===== config.mk =====
export PLATFORM = sky130hd
export DESIGN_NAME = three_button_menu_controller
export DESIGN_NICKNAME = d
export VERILOG_FILES = /design/src/sv/tbmc_pkg.sv /design/src/sv/three_button_menu_controller.sv
export VERILOG_INCLUDE_DIRS = /design/src /design/src/sv
export SDC_FILE = /design/constraint.sdc
export NUM_CORES = 1
export LEC_CHECK = 0
export BUFFER_PORTS_ARGS = -buffer_cell sky130_fd_sc_hd__buf_2
export CAP_MARGIN = 0
export CORE_MARGIN = 4
export CORE_UTILIZATION = 64
export CTS_CLUSTER_DIAMETER = 80
export DETAILED_ROUTE_END_ITERATION = 8
export PLACE_DENSITY = 0.81
export SLEW_MARGIN = 0
export SYNTH_ARGS = -nofsm -noshare
export SYNTH_HDL_FRONTEND = slang
export SYNTH_SLANG_ARGS = --single-unit

===== constraint.sdc =====
create_clock -name clk -period 26.5 [get_ports clk]
set_clock_uncertainty 0.2 [all_clocks]
set_input_delay 2.65 -clock clk [delete_from_list [all_inputs] [get_ports clk]]
set_output_delay 2.65 -clock clk [all_outputs]
set_load 0.03 [all_outputs]

===== src/sv/assert_macros.svh =====
// Assertion macros used by the RTL of the menu controller.
`ifndef ASSERT_MACROS_SVH
`define ASSERT_MACROS_SVH

// Clocked check, disabled while reset is asserted.
`define ASSERT_CLK(label, clk, rst_n, prop, msg) \
    label: assert property (@(posedge clk) disable iff (!rst_n) (prop)) else $error(msg);

// Clocked check that also holds during reset.
`define ASSERT_ALWAYS(label, clk, prop, msg) \
    label: assert property (@(posedge clk) (prop)) else $error(msg);

`endif


===== src/sv/tbmc_pkg.sv =====
// Types, constants and helper functions of the three-button menu controller.
package tbmc_pkg;

    localparam int MAX_IR     = 16;
    localparam int TIMER_BITS = 16;
    localparam int CFG_WIDTH  = 16;
    localparam int CFG_IDX_W  = 3;

    localparam logic [TIMER_BITS-1:0] TIMER_TOP = {TIMER_BITS{1'b1}};
    localparam logic [6:0] VOL_STEP = 7'd5;
    localparam logic [6:0] VOL_MAX  = 7'd100;

    // Menu pages
    typedef enum logic [1:0] {
        PAGE_MAIN   = 2'd0,
        PAGE_VOLUME = 2'd1,
        PAGE_IR     = 2'd2
    } page_t;

    // Selectable items
    localparam logic [2:0] SEL_AMP    = 3'd0;
    localparam logic [2:0] SEL_CAB    = 3'd1;
    localparam logic [2:0] SEL_REVERB = 3'd2;
    localparam logic [2:0] SEL_VOLUME = 3'd3;
    localparam logic [2:0] SEL_IR     = 3'd4;

    // Configuration register indexes
    localparam logic [CFG_IDX_W-1:0] CFG_SAMPLE_PERIOD   = 3'd0;
    localparam logic [CFG_IDX_W-1:0] CFG_RETURN_HOLD     = 3'd1;
    localparam logic [CFG_IDX_W-1:0] CFG_SELECT_BLINK    = 3'd2;
    localparam logic [CFG_IDX_W-1:0] CFG_PAGE_BLINK      = 3'd3;
    localparam logic [CFG_IDX_W-1:0] CFG_IR_TOTAL        = 3'd4;
    localparam logic [CFG_IDX_W-1:0] CFG_INITIAL_IR      = 3'd5;
    localparam logic [CFG_IDX_W-1:0] CFG_INITIAL_BYPASS  = 3'd6;

    typedef struct packed {
        logic button_one;
        logic button_two;
        logic button_three;
    } in_t;

    typedef struct packed {
        logic [1:0] menu_page;
        logic [2:0] selected_item;
        logic [6:0] volume_percent;
        logic [3:0] ir_index;
        logic       ir_changed;
        logic       amp_bypass;
        logic       cab_bypass;
        logic       reverb_bypass;
        logic       led_lit;
        logic       redraw;
    } out_t;

    // x mod n for a 5-bit x and 1 <= n <= MAX_IR, by five compare-subtract steps
    function automatic logic [3:0] ir_mod(input logic [4:0] x, input logic [4:0] n);
        logic [9:0] r;
        logic [9:0] d;
        r = {5'd0, x};
        for (int i = 4; i >= 0; i--) begin
            d = {5'd0, n} << i;
            if (r >= d) begin
                r = r - d;
            end
        end
        return r[3:0];
    endfunction

    // Saturating tick counter
    function automatic logic [TIMER_BITS-1:0] tick_up(input logic [TIMER_BITS-1:0] t);
        return (t < TIMER_TOP) ? t + 1'b1 : t;
    endfunction

endpackage


===== src/sv/three_button_menu_controller.sv =====
// Three-button menu controller: debounced page, selection, volume, IR and LED control.
// A transaction is captured in the input register, processed combinationally and loaded into
// the output register that offers it; out_stall holds a full output and a full input register.
// Throughput: one tick per clock cycle while out_stall does not hold the output register.
// Reset (rst_n, asynchronous, active low) clears both pipeline valids and loads the
// default configuration and the power-up menu state.
`include "assert_macros.svh"

module three_button_menu_controller (
    input  logic                             clk,
    input  logic                             rst_n,
    input  logic                             in_valid,
    output logic                             in_stall,
    input  tbmc_pkg::in_t                    in_data,
    output logic                             out_valid,
    input  logic                             out_stall,
    output tbmc_pkg::out_t                   out_data,
    input  logic                             cfg_write,
    input  logic [tbmc_pkg::CFG_IDX_W-1:0]   cfg_index,
    input  logic [tbmc_pkg::CFG_WIDTH-1:0]   cfg_data
);

    // Configuration registers
    logic [15:0] sample_period_reg;
    logic [15:0] return_hold_period_reg;
    logic [15:0] select_blink_period_reg;
    logic [15:0] page_blink_period_reg;
    logic [4:0]  ir_total_reg;

    // Pipeline registers
    logic           in_vld_reg;
    tbmc_pkg::in_t  in_data_reg;
    logic           out_vld_reg;
    tbmc_pkg::out_t out_data_reg;
    tbmc_pkg::out_t out_data_next;

    // Menu state
    tbmc_pkg::page_t                  page_reg, page_next;
    logic [2:0]                       item_sel_reg, item_sel_next;
    logic [6:0]                       volume_reg, volume_next;
    logic [3:0]                       ir_reg, ir_next;
    logic [2:0]                       bypass_reg, bypass_next;
    logic [2:0]                       button_prev_reg, button_prev_next;
    logic [tbmc_pkg::TIMER_BITS-1:0]  sample_timer_reg, sample_timer_next;
    logic [tbmc_pkg::TIMER_BITS-1:0]  lock_timer_reg, lock_timer_next;
    logic [3:0]                       blink_left_reg, blink_left_next;
    logic [tbmc_pkg::TIMER_BITS-1:0]  select_timer_reg, select_timer_next;
    logic [tbmc_pkg::TIMER_BITS-1:0]  page_timer_reg, page_timer_next;
    logic                             led_reg, led_next;

    logic advance;
    logic step_en;

    // Output register moves when empty or taken
    assign advance   = !out_vld_reg || !out_stall;
    assign step_en   = advance && in_vld_reg;
    assign in_stall  = in_vld_reg && !advance;
    assign out_valid = out_vld_reg;
    assign out_data  = out_data_reg;

    // One tick of menu processing
    always_comb
    begin
        logic [2:0] now_btn;
        logic [2:0] rise;
        logic [4:0] n;
        logic       redraw;
        logic       ir_chg;

        page_next         = page_reg;
        item_sel_next     = item_sel_reg;
        volume_next       = volume_reg;
        ir_next           = ir_reg;
        bypass_next       = bypass_reg;
        button_prev_next  = button_prev_reg;
        blink_left_next   = blink_left_reg;
        led_next          = led_reg;
        redraw            = 1'b0;
        ir_chg            = 1'b0;
        now_btn           = {in_data_reg.button_three, in_data_reg.button_two,
                             in_data_reg.button_one};
        rise              = now_btn & ~button_prev_reg;

        // Elapsed counters advance first
        sample_timer_next = tbmc_pkg::tick_up(sample_timer_reg);
        select_timer_next = tbmc_pkg::tick_up(select_timer_reg);
        page_timer_next   = tbmc_pkg::tick_up(page_timer_reg);
        lock_timer_next   = (lock_timer_reg != '0) ? lock_timer_reg - 1'b1 : lock_timer_reg;

        // Clamp IR count to 1..MAX_IR
        if (ir_total_reg == 5'd0)
        begin
            n = 5'd1;
        end
        else if (ir_total_reg > 5'(tbmc_pkg::MAX_IR))
        begin
            n = 5'(tbmc_pkg::MAX_IR);
        end
        else
        begin
            n = ir_total_reg;
        end

        // LED from the state held before this tick
        if (page_reg == tbmc_pkg::PAGE_MAIN)
        begin
            if (blink_left_reg != 4'd0)
            begin
                if (select_timer_next >= select_blink_period_reg)
                begin
                    select_timer_next = '0;
                    blink_left_next   = blink_left_reg - 4'd1;
                    led_next          = !led_reg;
                end
            end
            else
            begin
                led_next = 1'b0;
            end
        end
        else if (page_timer_next >= page_blink_period_reg)
        begin
            page_timer_next = '0;
            led_next        = !led_reg;
        end

        // Button sample, buttons act in the order three, one, two
        if (sample_timer_next >= sample_period_reg)
        begin
            sample_timer_next = '0;
            button_prev_next  = now_btn;

            if (rise[2])
            begin
                if (page_next == tbmc_pkg::PAGE_MAIN)
                begin
                    if (lock_timer_next == '0)
                    begin
                        if (item_sel_next == tbmc_pkg::SEL_VOLUME)
                        begin
                            page_next = tbmc_pkg::PAGE_VOLUME;
                        end
                        else if (item_sel_next == tbmc_pkg::SEL_IR)
                        begin
                            page_next = tbmc_pkg::PAGE_IR;
                        end
                    end
                end
                else
                begin
                    page_next       = tbmc_pkg::PAGE_MAIN;
                    lock_timer_next = return_hold_period_reg;
                end
                redraw = 1'b1;
            end

            if (rise[0])
            begin
                unique case (page_next)
                    tbmc_pkg::PAGE_MAIN:
                    begin
                        item_sel_next     = (item_sel_next >= tbmc_pkg::SEL_IR) ?
                                            tbmc_pkg::SEL_AMP : item_sel_next + 3'd1;
                        blink_left_next   = {item_sel_next + 3'd1, 1'b0};
                        select_timer_next = '0;
                        led_next          = 1'b0;
                        redraw            = 1'b1;
                    end
                    tbmc_pkg::PAGE_VOLUME:
                    begin
                        if (volume_next != 7'd0)
                        begin
                            volume_next = (volume_next >= tbmc_pkg::VOL_STEP) ?
                                          volume_next - tbmc_pkg::VOL_STEP : 7'd0;
                            redraw      = 1'b1;
                        end
                    end
                    default:
                    begin
                        ir_next = tbmc_pkg::ir_mod(5'(ir_next) + n - 5'd1, n);
                        ir_chg  = 1'b1;
                        redraw  = 1'b1;
                    end
                endcase
            end

            if (rise[1])
            begin
                unique case (page_next)
                    tbmc_pkg::PAGE_MAIN:
                    begin
                        if (item_sel_next < tbmc_pkg::SEL_VOLUME)
                        begin
                            bypass_next = bypass_next ^ (3'd1 << item_sel_next);
                            redraw      = 1'b1;
                        end
                    end
                    tbmc_pkg::PAGE_VOLUME:
                    begin
                        if (volume_next < tbmc_pkg::VOL_MAX)
                        begin
                            volume_next = (volume_next + tbmc_pkg::VOL_STEP > tbmc_pkg::VOL_MAX)
                                          ? tbmc_pkg::VOL_MAX
                                          : volume_next + tbmc_pkg::VOL_STEP;
                            redraw      = 1'b1;
                        end
                    end
                    default:
                    begin
                        ir_next = tbmc_pkg::ir_mod(5'(ir_next) + 5'd1, n);
                        ir_chg  = 1'b1;
                        redraw  = 1'b1;
                    end
                endcase
            end
        end

        // Result of this tick
        out_data_next.menu_page      = page_next;
        out_data_next.selected_item  = item_sel_next;
        out_data_next.volume_percent = volume_next;
        out_data_next.ir_index       = ir_next;
        out_data_next.ir_changed     = ir_chg;
        out_data_next.amp_bypass     = bypass_next[0];
        out_data_next.cab_bypass     = bypass_next[1];
        out_data_next.reverb_bypass  = bypass_next[2];
        out_data_next.led_lit        = led_next;
        out_data_next.redraw         = redraw;
    end

    // Input register
    always_ff @(posedge clk or negedge rst_n)
    begin
        if (!rst_n)
        begin
            in_vld_reg <= 1'b0;
        end
        else if (!in_stall)
        begin
            in_vld_reg <= in_valid;
        end
    end

    always_ff @(posedge clk)
    begin
        if (in_valid && !in_stall)
        begin
            in_data_reg <= in_data;
        end
    end

    // Output register
    always_ff @(posedge clk or negedge rst_n)
    begin
        if (!rst_n)
        begin
            out_vld_reg <= 1'b0;
        end
        else if (advance)
        begin
            out_vld_reg <= in_vld_reg;
        end
    end

    always_ff @(posedge clk)
    begin
        if (step_en)
        begin
            out_data_reg <= out_data_next;
        end
    end

    // Configuration registers; the preset indexes load the menu state below
    always_ff @(posedge clk or negedge rst_n)
    begin
        if (!rst_n)
        begin
            sample_period_reg       <= 16'd100;
            return_hold_period_reg  <= 16'd300;
            select_blink_period_reg <= 16'd150;
            page_blink_period_reg   <= 16'd250;
            ir_total_reg            <= 5'd13;
        end
        else if (cfg_write)
        begin
            unique case (cfg_index)
                tbmc_pkg::CFG_SAMPLE_PERIOD:  sample_period_reg       <= cfg_data;
                tbmc_pkg::CFG_RETURN_HOLD:    return_hold_period_reg  <= cfg_data;
                tbmc_pkg::CFG_SELECT_BLINK:   select_blink_period_reg <= cfg_data;
                tbmc_pkg::CFG_PAGE_BLINK:     page_blink_period_reg   <= cfg_data;
                tbmc_pkg::CFG_IR_TOTAL:       ir_total_reg            <= cfg_data[4:0];
                default:                      ;
            endcase
        end
    end

    // Menu state; preset writes load the IR and bypass state directly
    always_ff @(posedge clk or negedge rst_n)
    begin
        if (!rst_n)
        begin
            page_reg         <= tbmc_pkg::PAGE_MAIN;
            item_sel_reg     <= tbmc_pkg::SEL_CAB;
            volume_reg       <= tbmc_pkg::VOL_MAX;
            ir_reg           <= 4'd0;
            bypass_reg       <= 3'd1;
            button_prev_reg  <= 3'b111;
            sample_timer_reg <= '0;
            lock_timer_reg   <= '0;
            blink_left_reg   <= 4'd0;
            select_timer_reg <= '0;
            page_timer_reg   <= '0;
            led_reg          <= 1'b0;
        end
        else if (cfg_write && cfg_index == tbmc_pkg::CFG_INITIAL_IR)
        begin
            ir_reg <= cfg_data[3:0];
        end
        else if (cfg_write && cfg_index == tbmc_pkg::CFG_INITIAL_BYPASS)
        begin
            bypass_reg <= cfg_data[2:0];
        end
        else if (step_en)
        begin
            page_reg         <= page_next;
            item_sel_reg     <= item_sel_next;
            volume_reg       <= volume_next;
            ir_reg           <= ir_next;
            bypass_reg       <= bypass_next;
            button_prev_reg  <= button_prev_next;
            sample_timer_reg <= sample_timer_next;
            lock_timer_reg   <= lock_timer_next;
            blink_left_reg   <= blink_left_next;
            select_timer_reg <= select_timer_next;
            page_timer_reg   <= page_timer_next;
            led_reg          <= led_next;
        end
    end

    // Checks
    `ASSERT_CLK(a_ir_step_on_ir_page, clk, rst_n,
        out_valid && out_data.ir_changed |-> out_data.menu_page == tbmc_pkg::PAGE_IR,
        "IR step reported outside the IR page")
    `ASSERT_CLK(a_ir_step_redraws, clk, rst_n,
        out_valid && out_data.ir_changed |-> out_data.redraw,
        "IR step without redraw")
    `ASSERT_CLK(a_volume_limit, clk, rst_n,
        out_valid |-> out_data.volume_percent <= tbmc_pkg::VOL_MAX,
        "volume above limit")
    `ASSERT_ALWAYS(a_stall_needs_item, clk,
        in_stall |-> in_vld_reg,
        "input stalled with empty input register")

endmodule

==> results of run 1 <==
-- metrics by stage --
step	setup WS, ns	hold slack, ns	utilization [%]	std cells
2_1_floorplan	7.82	0.264	-	1591
3_3_place_gp	5.86	0.285	68.1	1869
3_5_place_dp	5.30	0.294	68.1	1869
4_1_cts	5.14	0.311	70.8	1901
5_1_grt	3.26	0.330	70.8	1901
6_report	4.97	0.308	70.8	1901
-- worst max-delay path, delay by kind of cell, from the launching register on --
family          cells  cell delay (ns)
mux                 5             1.77
simple gates       27             5.14
buf+inv             9             1.31
xor+xnor            2             0.31
flops               1             0.47
fa+ha+maj          13             3.87
compound gates     35             8.19
-- how the worst max path moves through the flow --
stage	start	to	cells past startpoint
finish	ir_total_reg[4]	out_data[7]	91
global route	ir_total_reg[4]	out_data[7]	92
CTS	ir_total_reg[4]	out_data[7]	91
detailed placement	ir_total_reg[4]	out_data[7]	91
global placement	ir_total_reg[4]	out_data[7]	91
floorplan	ir_total_reg[4]	out_data[7]	97
-- metal layers --
metal	GRT usage, %	up-vias	part of all wire, %
met5	0	-	0
met4	8.42	0	2.3
met3	5.05	73	6.1
met2	45.8	377	46
met1	41.7	5741	45
li1	-	5712	-
-- synthesized netlist by cell type, types with 18 or more instances --
library cell	count	share of area, %
nand3_1	35	1.3
edfxtp_1	25	5.4
dfrtp_1	134	24
nor2b_1	23	1.0
nand2b_1	32	1.4
ha_1	111	9.9
mux2_2	56	4.5
nor3_1	29	1.0
xor2_1	25	1.6
nor2_1	108	2.9
dfstp_2	28	5.3
a21o_1	50	2.7
o21ai_0	140	5.0
clkbuf_1	54	1.4
nand2_1	212	5.7
a21oi_1	90	3.2
nand4_1	19	0.85
xnor2_1	49	3.1
inv_1	104	2.8
and3_1	18	0.80
-- logic make-up after synthesis --
family	share of synthesized area, %
xor+xnor	4.79
simple gates	19.2
flops	34.6
compound gates	19.9
mux	5.93
buf+inv	4.43
fa+ha+maj	11.2
-- cell type report --
cell class / count / share of cell area, %
repair buffers: 61 / 2.25
flip-flops and latches: 187 / 32.1
well taps: 275 / 2.28
inverters: 105 / 2.61
clock buffers: 18 / 2.91
clock inverters: 14 / 0.996
multi-input cells: 1241 / 56.9
==> flow_summary_export.csv, run 1 <==
group,metric,value,unit
outcome,outcome,"finished, final reports clean",
grt,grt_pass1_vias,11500,
cts,ctsHoldBuffers,0,
cts,insertion_delay,0.44,ns
drt,vias,11900,
worst_setup_path,path_max_fanout,17,
drt,antenna_left,0,
logic_synthesis,yosys_warnings,0,
sta,setup_viol,0,
worst_setup_path,start_kind,"register",
logic_synthesis,ys_types,100,
grt,grt_max_degree,93,
floorplanning,coreArea,0.0213,sq mm
worst_setup_path,ff2ff_path_depth,91,
floorplanning,num_io_pins,51,
logic_synthesis,ys_async_sr_fraction,86.6,%
finish,fillerInstances,1622,
cts,cts_resized,0,
floorplanning,die_h,156,microns
finish,syn2layout_area_growth,7.68,%
drt,drc_errors,0,
grt,grt_pass1_wl,57.9,mm
sta,finalSetupTns,0,ns
cts,cts_tree,"built",
place,portBuffers,50,
floorplanning,die_area,0.0243,sq mm
drt,wl_per_cell,18.0,microns
worst_setup_path,cp.arrival,21.52,ns
hold_path,min_path_type,"reg2reg",
logic_synthesis,synthFlopType,"dfrtp_1",
worst_setup_path,worstSetupPathType,"reg2reg",
finish,layout_common_cells,"211 x nand2_1, 139 x o21ai_0, 134 x dfrtp_1",
logic_synthesis,synth_edf_count,25,
cts,cts.sinks,187,
finish,final_layout_size_suffix_gt1_share,13.8,%
worst_setup_path,crit_path_end_kind,"register",
worst_setup_path,crit_required,26.49,ns
place,dpl.hpwl,24.7,mm
sta,hold_viol,0,
hold_path,hold_depth,2,
sta,rsz0062_at_grt,"no",
grt,grt_overflow,0,
cts,numCtsBuffers,17,
worst_setup_path,rrSetupSlack,4.97,ns
logic_synthesis,syn_area,0.0140,sq mm
place,placed_cell_area,0.0145,sq mm
sta,drv_slew,0,
place,place.gp.congestion,0.947,
grt,grtUsageTotal,29.1,%
cts,clk_path_buf_depth,2,
finish,fin_area,0.0151,sq mm
grt,antenna_found_initial,0,
sta,worst_slew_pin_slew,1.15,ns
floorplanning,fp.dieW,156,microns
drt,wirelength,34.3,mm
drt,drt_iter0_drc,1110,
run,maxCapViolations,0,
drt,vias_per_cell,6.26,
worst_setup_path,timing.rr.start,"ir_total_reg[4]",
cts,root_buffer,"clkbuf_16",
cts,clk_pin_slew_worst_paths,0.07,ns
finish,regArea,0.00484,sq mm
finish,multi_input_area,0.00857,sq mm
worst_setup_path,cpPeakStageDelay,0.71,ns
logic_synthesis,synthCells,1591,
logic_synthesis,synth-seq-cells,187,
finish,fin_nets,1760,
finish,largest_reg_flops,22,
sta,fin_crit_sh,81.3,%
sta,min_period,21.53,ns
logic_synthesis,ys_seq_area_share,34.6,%
worst_setup_path,cp_common_cell,"ha_1",
sta,max_clock_freq,46.4,MHz
floorplanning,start_util,65.8,%
worst_setup_path,cp_slowest_cell,"nand2_1",
logic_synthesis,synth_area_per_cell,8.80,sq um
cts,htree_levels,4,
finish,final_common_cell,"nand2_1",
sta,max_slew_margin,22.8,%
drt,drt_first_pass_iters,5,
floorplanning,rows,53,
hold_path,hp-start,"select_blink_period_reg[2]",
logic_synthesis,synth_fp_nets,1738,
finish,diodes,0,
cts,post_cts_buffers,0,
worst_setup_path,rr_endpoint,"out_data[7]",
hold_path,whs_endpoint,"select_blink_period_reg[2]",
Power of run 1 is not shown: default switching activity piles up to over one toggle a cycle in this logic, so the estimate is an artifact.
==> run 2: changes to the inputs <==
--- a/config.mk
+++ b/config.mk
@@ -6,13 +6,14 @@
 export SDC_FILE = /design/constraint.sdc
 export NUM_CORES = 1
 export LEC_CHECK = 0
+export ABC_AREA = 1
 export BUFFER_PORTS_ARGS = -buffer_cell sky130_fd_sc_hd__buf_2
 export CAP_MARGIN = 0
 export CORE_MARGIN = 4
-export CORE_UTILIZATION = 64
+export CORE_UTILIZATION = 58
 export CTS_CLUSTER_DIAMETER = 80
 export DETAILED_ROUTE_END_ITERATION = 8
-export PLACE_DENSITY = 0.81
+export PLACE_DENSITY = 0.77
 export SLEW_MARGIN = 0
 export SYNTH_ARGS = -nofsm -noshare
 export SYNTH_HDL_FRONTEND = slang
==> constraint.sdc (replaced) <==
create_clock -name clk -period 18.8 [get_ports clk]
set_clock_uncertainty 0.2 [all_clocks]
set_input_delay 1.88 -clock clk [delete_from_list [all_inputs] [get_ports clk]]
set_output_delay 1.88 -clock clk [all_outputs]
set_load 0.03 [all_outputs]
==> flow_summary_export.csv, run 2 <==
group,metric,value,unit
grt,antenna_found_initial,0,
logic_synthesis,synthCells,1895,
finish,final_common_cell,"nand2_1",
place,place.gp.congestion,0.927,
finish,largest_reg_flops,22,
floorplanning,fp.dieW,164,microns
grt,grt_pass1_vias,12200,
grt,grtUsageTotal,26.2,%
cts,cts_tree,"built",
finish,fin_nets,2083,
logic_synthesis,post-synth-top-area-fraction,23.6,%
hold_path,hold_depth,2,
drt,drt_first_pass_iters,5,
cts,htree_levels,4,
outcome,outcome,"finished, final reports clean",
logic_synthesis,synthFlopType,"dfrtp_1",
grt,grt_overflow,0,
place,portBuffers,50,
place,dp.cells,2233,
worst_setup_path,worstSetupPathType,"reg2reg",
drt,antenna_left,0,
cts,numCtsBuffers,17,
drt,vias,12600,
sta,setup_viol,0,
logic_synthesis,ys_seq_area_share,34.1,%
worst_setup_path,cp_slowest_cell,"dfrtp_1",
sta,min_period,17.18,ns
grt,grt_max_degree,85,
worst_setup_path,cpPeakStageDelay,0.46,ns
logic_synthesis,syn_area,0.0142,sq mm
grt,grt_pass1_wl,57.9,mm
cts,cts.sinks,187,
worst_setup_path,path_max_fanout,19,
sta,worst_slew_pin_slew,1.08,ns
cts,insertion_delay,0.44,ns
logic_synthesis,synth_edf_count,25,
worst_setup_path,start_kind,"register",
floorplanning,die_area,0.0270,sq mm
logic_synthesis,yosysTopAreaCell,"dfrtp_1",
drt,wirelength,34.5,mm
logic_synthesis,ys_async_sr_fraction,86.6,%
drt,vias_per_cell,5.56,
sta,max_slew_margin,27.5,%
drt,drc_errors,0,
worst_setup_path,ff2ff_path_depth,114,
floorplanning,num_io_pins,51,
run,maxCapViolations,0,
place,dpl.hpwl,25.1,mm
logic_synthesis,yosys_warnings,0,
sta,max_clock_freq,58.2,MHz
floorplanning,start_util,59.7,%
sta,fin_crit_sh,91.4,%
worst_setup_path,crit_required,18.92,ns
sta,drv_slew,0,
floorplanning,rows,56,
logic_synthesis,synth.area.top_cells,"dfrtp_1 24%, nand2_1 10%, ha_1 9.8%",
cts,clk_pin_slew_worst_paths,0.07,ns
logic_synthesis,synth_area_per_cell,7.48,sq um
floorplanning,coreArea,0.0238,sq mm
finish,syn2layout_area_growth,9.15,%
logic_synthesis,synthTopCellsByCount,"381 x nand2_1, 319 x inv_1, 193 x o21ai_0, 134 x dfrtp_1, 120 x nor2_1",
finish,layout_common_cells,"381 x nand2_1, 317 x inv_1, 189 x o21ai_0",
finish,final_layout_size_suffix_gt1_share,11.0,%
cts,root_buffer,"clkbuf_16",
logic_synthesis,synth.most_common_cell,"nand2_1",
sta,hold_viol,0,
logic_synthesis,synth_fp_nets,2042,
finish,instances_no_fill,2268,
drt,wl_per_cell,15.2,microns
hold_path,min_path_type,"reg2reg",
logic_synthesis,synth-seq-cells,187,
worst_setup_path,cp.arrival,17.30,ns
floorplanning,die_h,164,microns
cts,clk_path_buf_depth,2,
worst_setup_path,cp_common_cell,"nand2_1",
logic_synthesis,ys_types,67,
cts,ctsHoldBuffers,0,
drt,drt_iter0_drc,787,
finish,diodes,0,
worst_setup_path,crit_path_end_kind,"register",
==> run 2: cell count changes in the layout (fill, tap and decap cells not counted), moves of 16 or more <==
cell | before | now
xor2_1 | 25 | 53
nor2b_1 | 22 | 0
xnor2_1 | 49 | 15
mux2i_1 | 17 | 0
mux2_2 | 56 | 0
a21o_1 | 50 | 4
nand2b_1 | 32 | 0
nand2_4 | 0 | 17
nand2_1 | 211 | 381
nand3_1 | 35 | 115
inv_1 | 104 | 317
and3_1 | 18 | 2
o21ai_0 | 139 | 189
nand2_2 | 2 | 19
==> run 2: logic make-up (layout without fill, tap and decap cells) <==
kind of cell | Yosys count | after routing | share of synthesized area, %
AO/OA/AOI/OAI | 381 | 381 | 15.1
AND/OR/NAND/NOR | 766 | 766 | 25.6
adder cells (fa/ha/maj) | 120 | 120 | 11.1
flip-flops | 187 | 187 | 34.1
buffers and inverters | 373 | 427 | 9.96
XOR/XNOR | 68 | 68 | 4.20
==> run 2: final timing paths <==
check                           slack (ns)                end            start
worst max-delay path                  1.62          ir_reg[0]  ir_total_reg[4]
worst min-delay path                  0.28          out_valid       in_vld_reg
worst max register to register        1.62          ir_reg[0]  ir_total_reg[4]
worst min register to register        0.28          out_valid       in_vld_reg
max in group asynchronous            15.56          ir_reg[0]            rst_n
min in group asynchronous             1.26  page_timer_reg[9]            rst_n
==> run 2: per-stage QoR <==
step                setup TNS, ns  hold slack, ns  instance area (sq um)  setup WS (ns)  util (%)
floorplan                       0           0.233                  14200           2.11         -
global placement                0           0.252                  14700           1.49      62.1
detailed placement              0           0.265                  14700          0.908      62.1
CTS                             0           0.281                  15400          0.865      65.0
global route              -0.0333           0.299                  15500        -0.0215      65.2
finish                          0           0.281                  15500           1.62      65.2
==> run 2: worst max-delay path, delay by kind of cell (launching register included) <==
| kind | cells | cell delay (ns) |
|---|---|---|
| buffers and inverters | 16 | 1.33 |
| xor gates and xnor gates | 1 | 0.24 |
| and+or+nand+nor | 57 | 6.23 |
| adders and majority gates | 13 | 4.11 |
| DFF | 1 | 0.46 |
| AOI/OAI and AO/OA | 27 | 4.45 |
==> run 2: area by class of cell <==
class / instances / area, sq um
fillers: 2040 / 8270
multi-input cells: 1335 / 7940
flip-flops and latches: 187 / 4840
inverters: 334 / 1260
clock buffers: 25 / 549
well taps: 319 / 399
repair buffers: 61 / 343
clock inverters: 7 / 144
==> run 2: metal layers <==
metal,wire length (microns),part of all wire [%],up-vias,track usage [%]
met5,0,0,-,0
met4,698,2.0,0,7.64
met3,1830,5.3,63,4.09
met2,16500,48,342,43.8
met1,15500,45,5902,35.4
li1,-,-,6313,-
==> run 2: repair_timing <==
action	4_1_cts	5_1_grt
setup buffers	0	3
resized for setup	0	10
endpoints found under the setup margin	0	8
Power of run 2 is left out for the same reason.
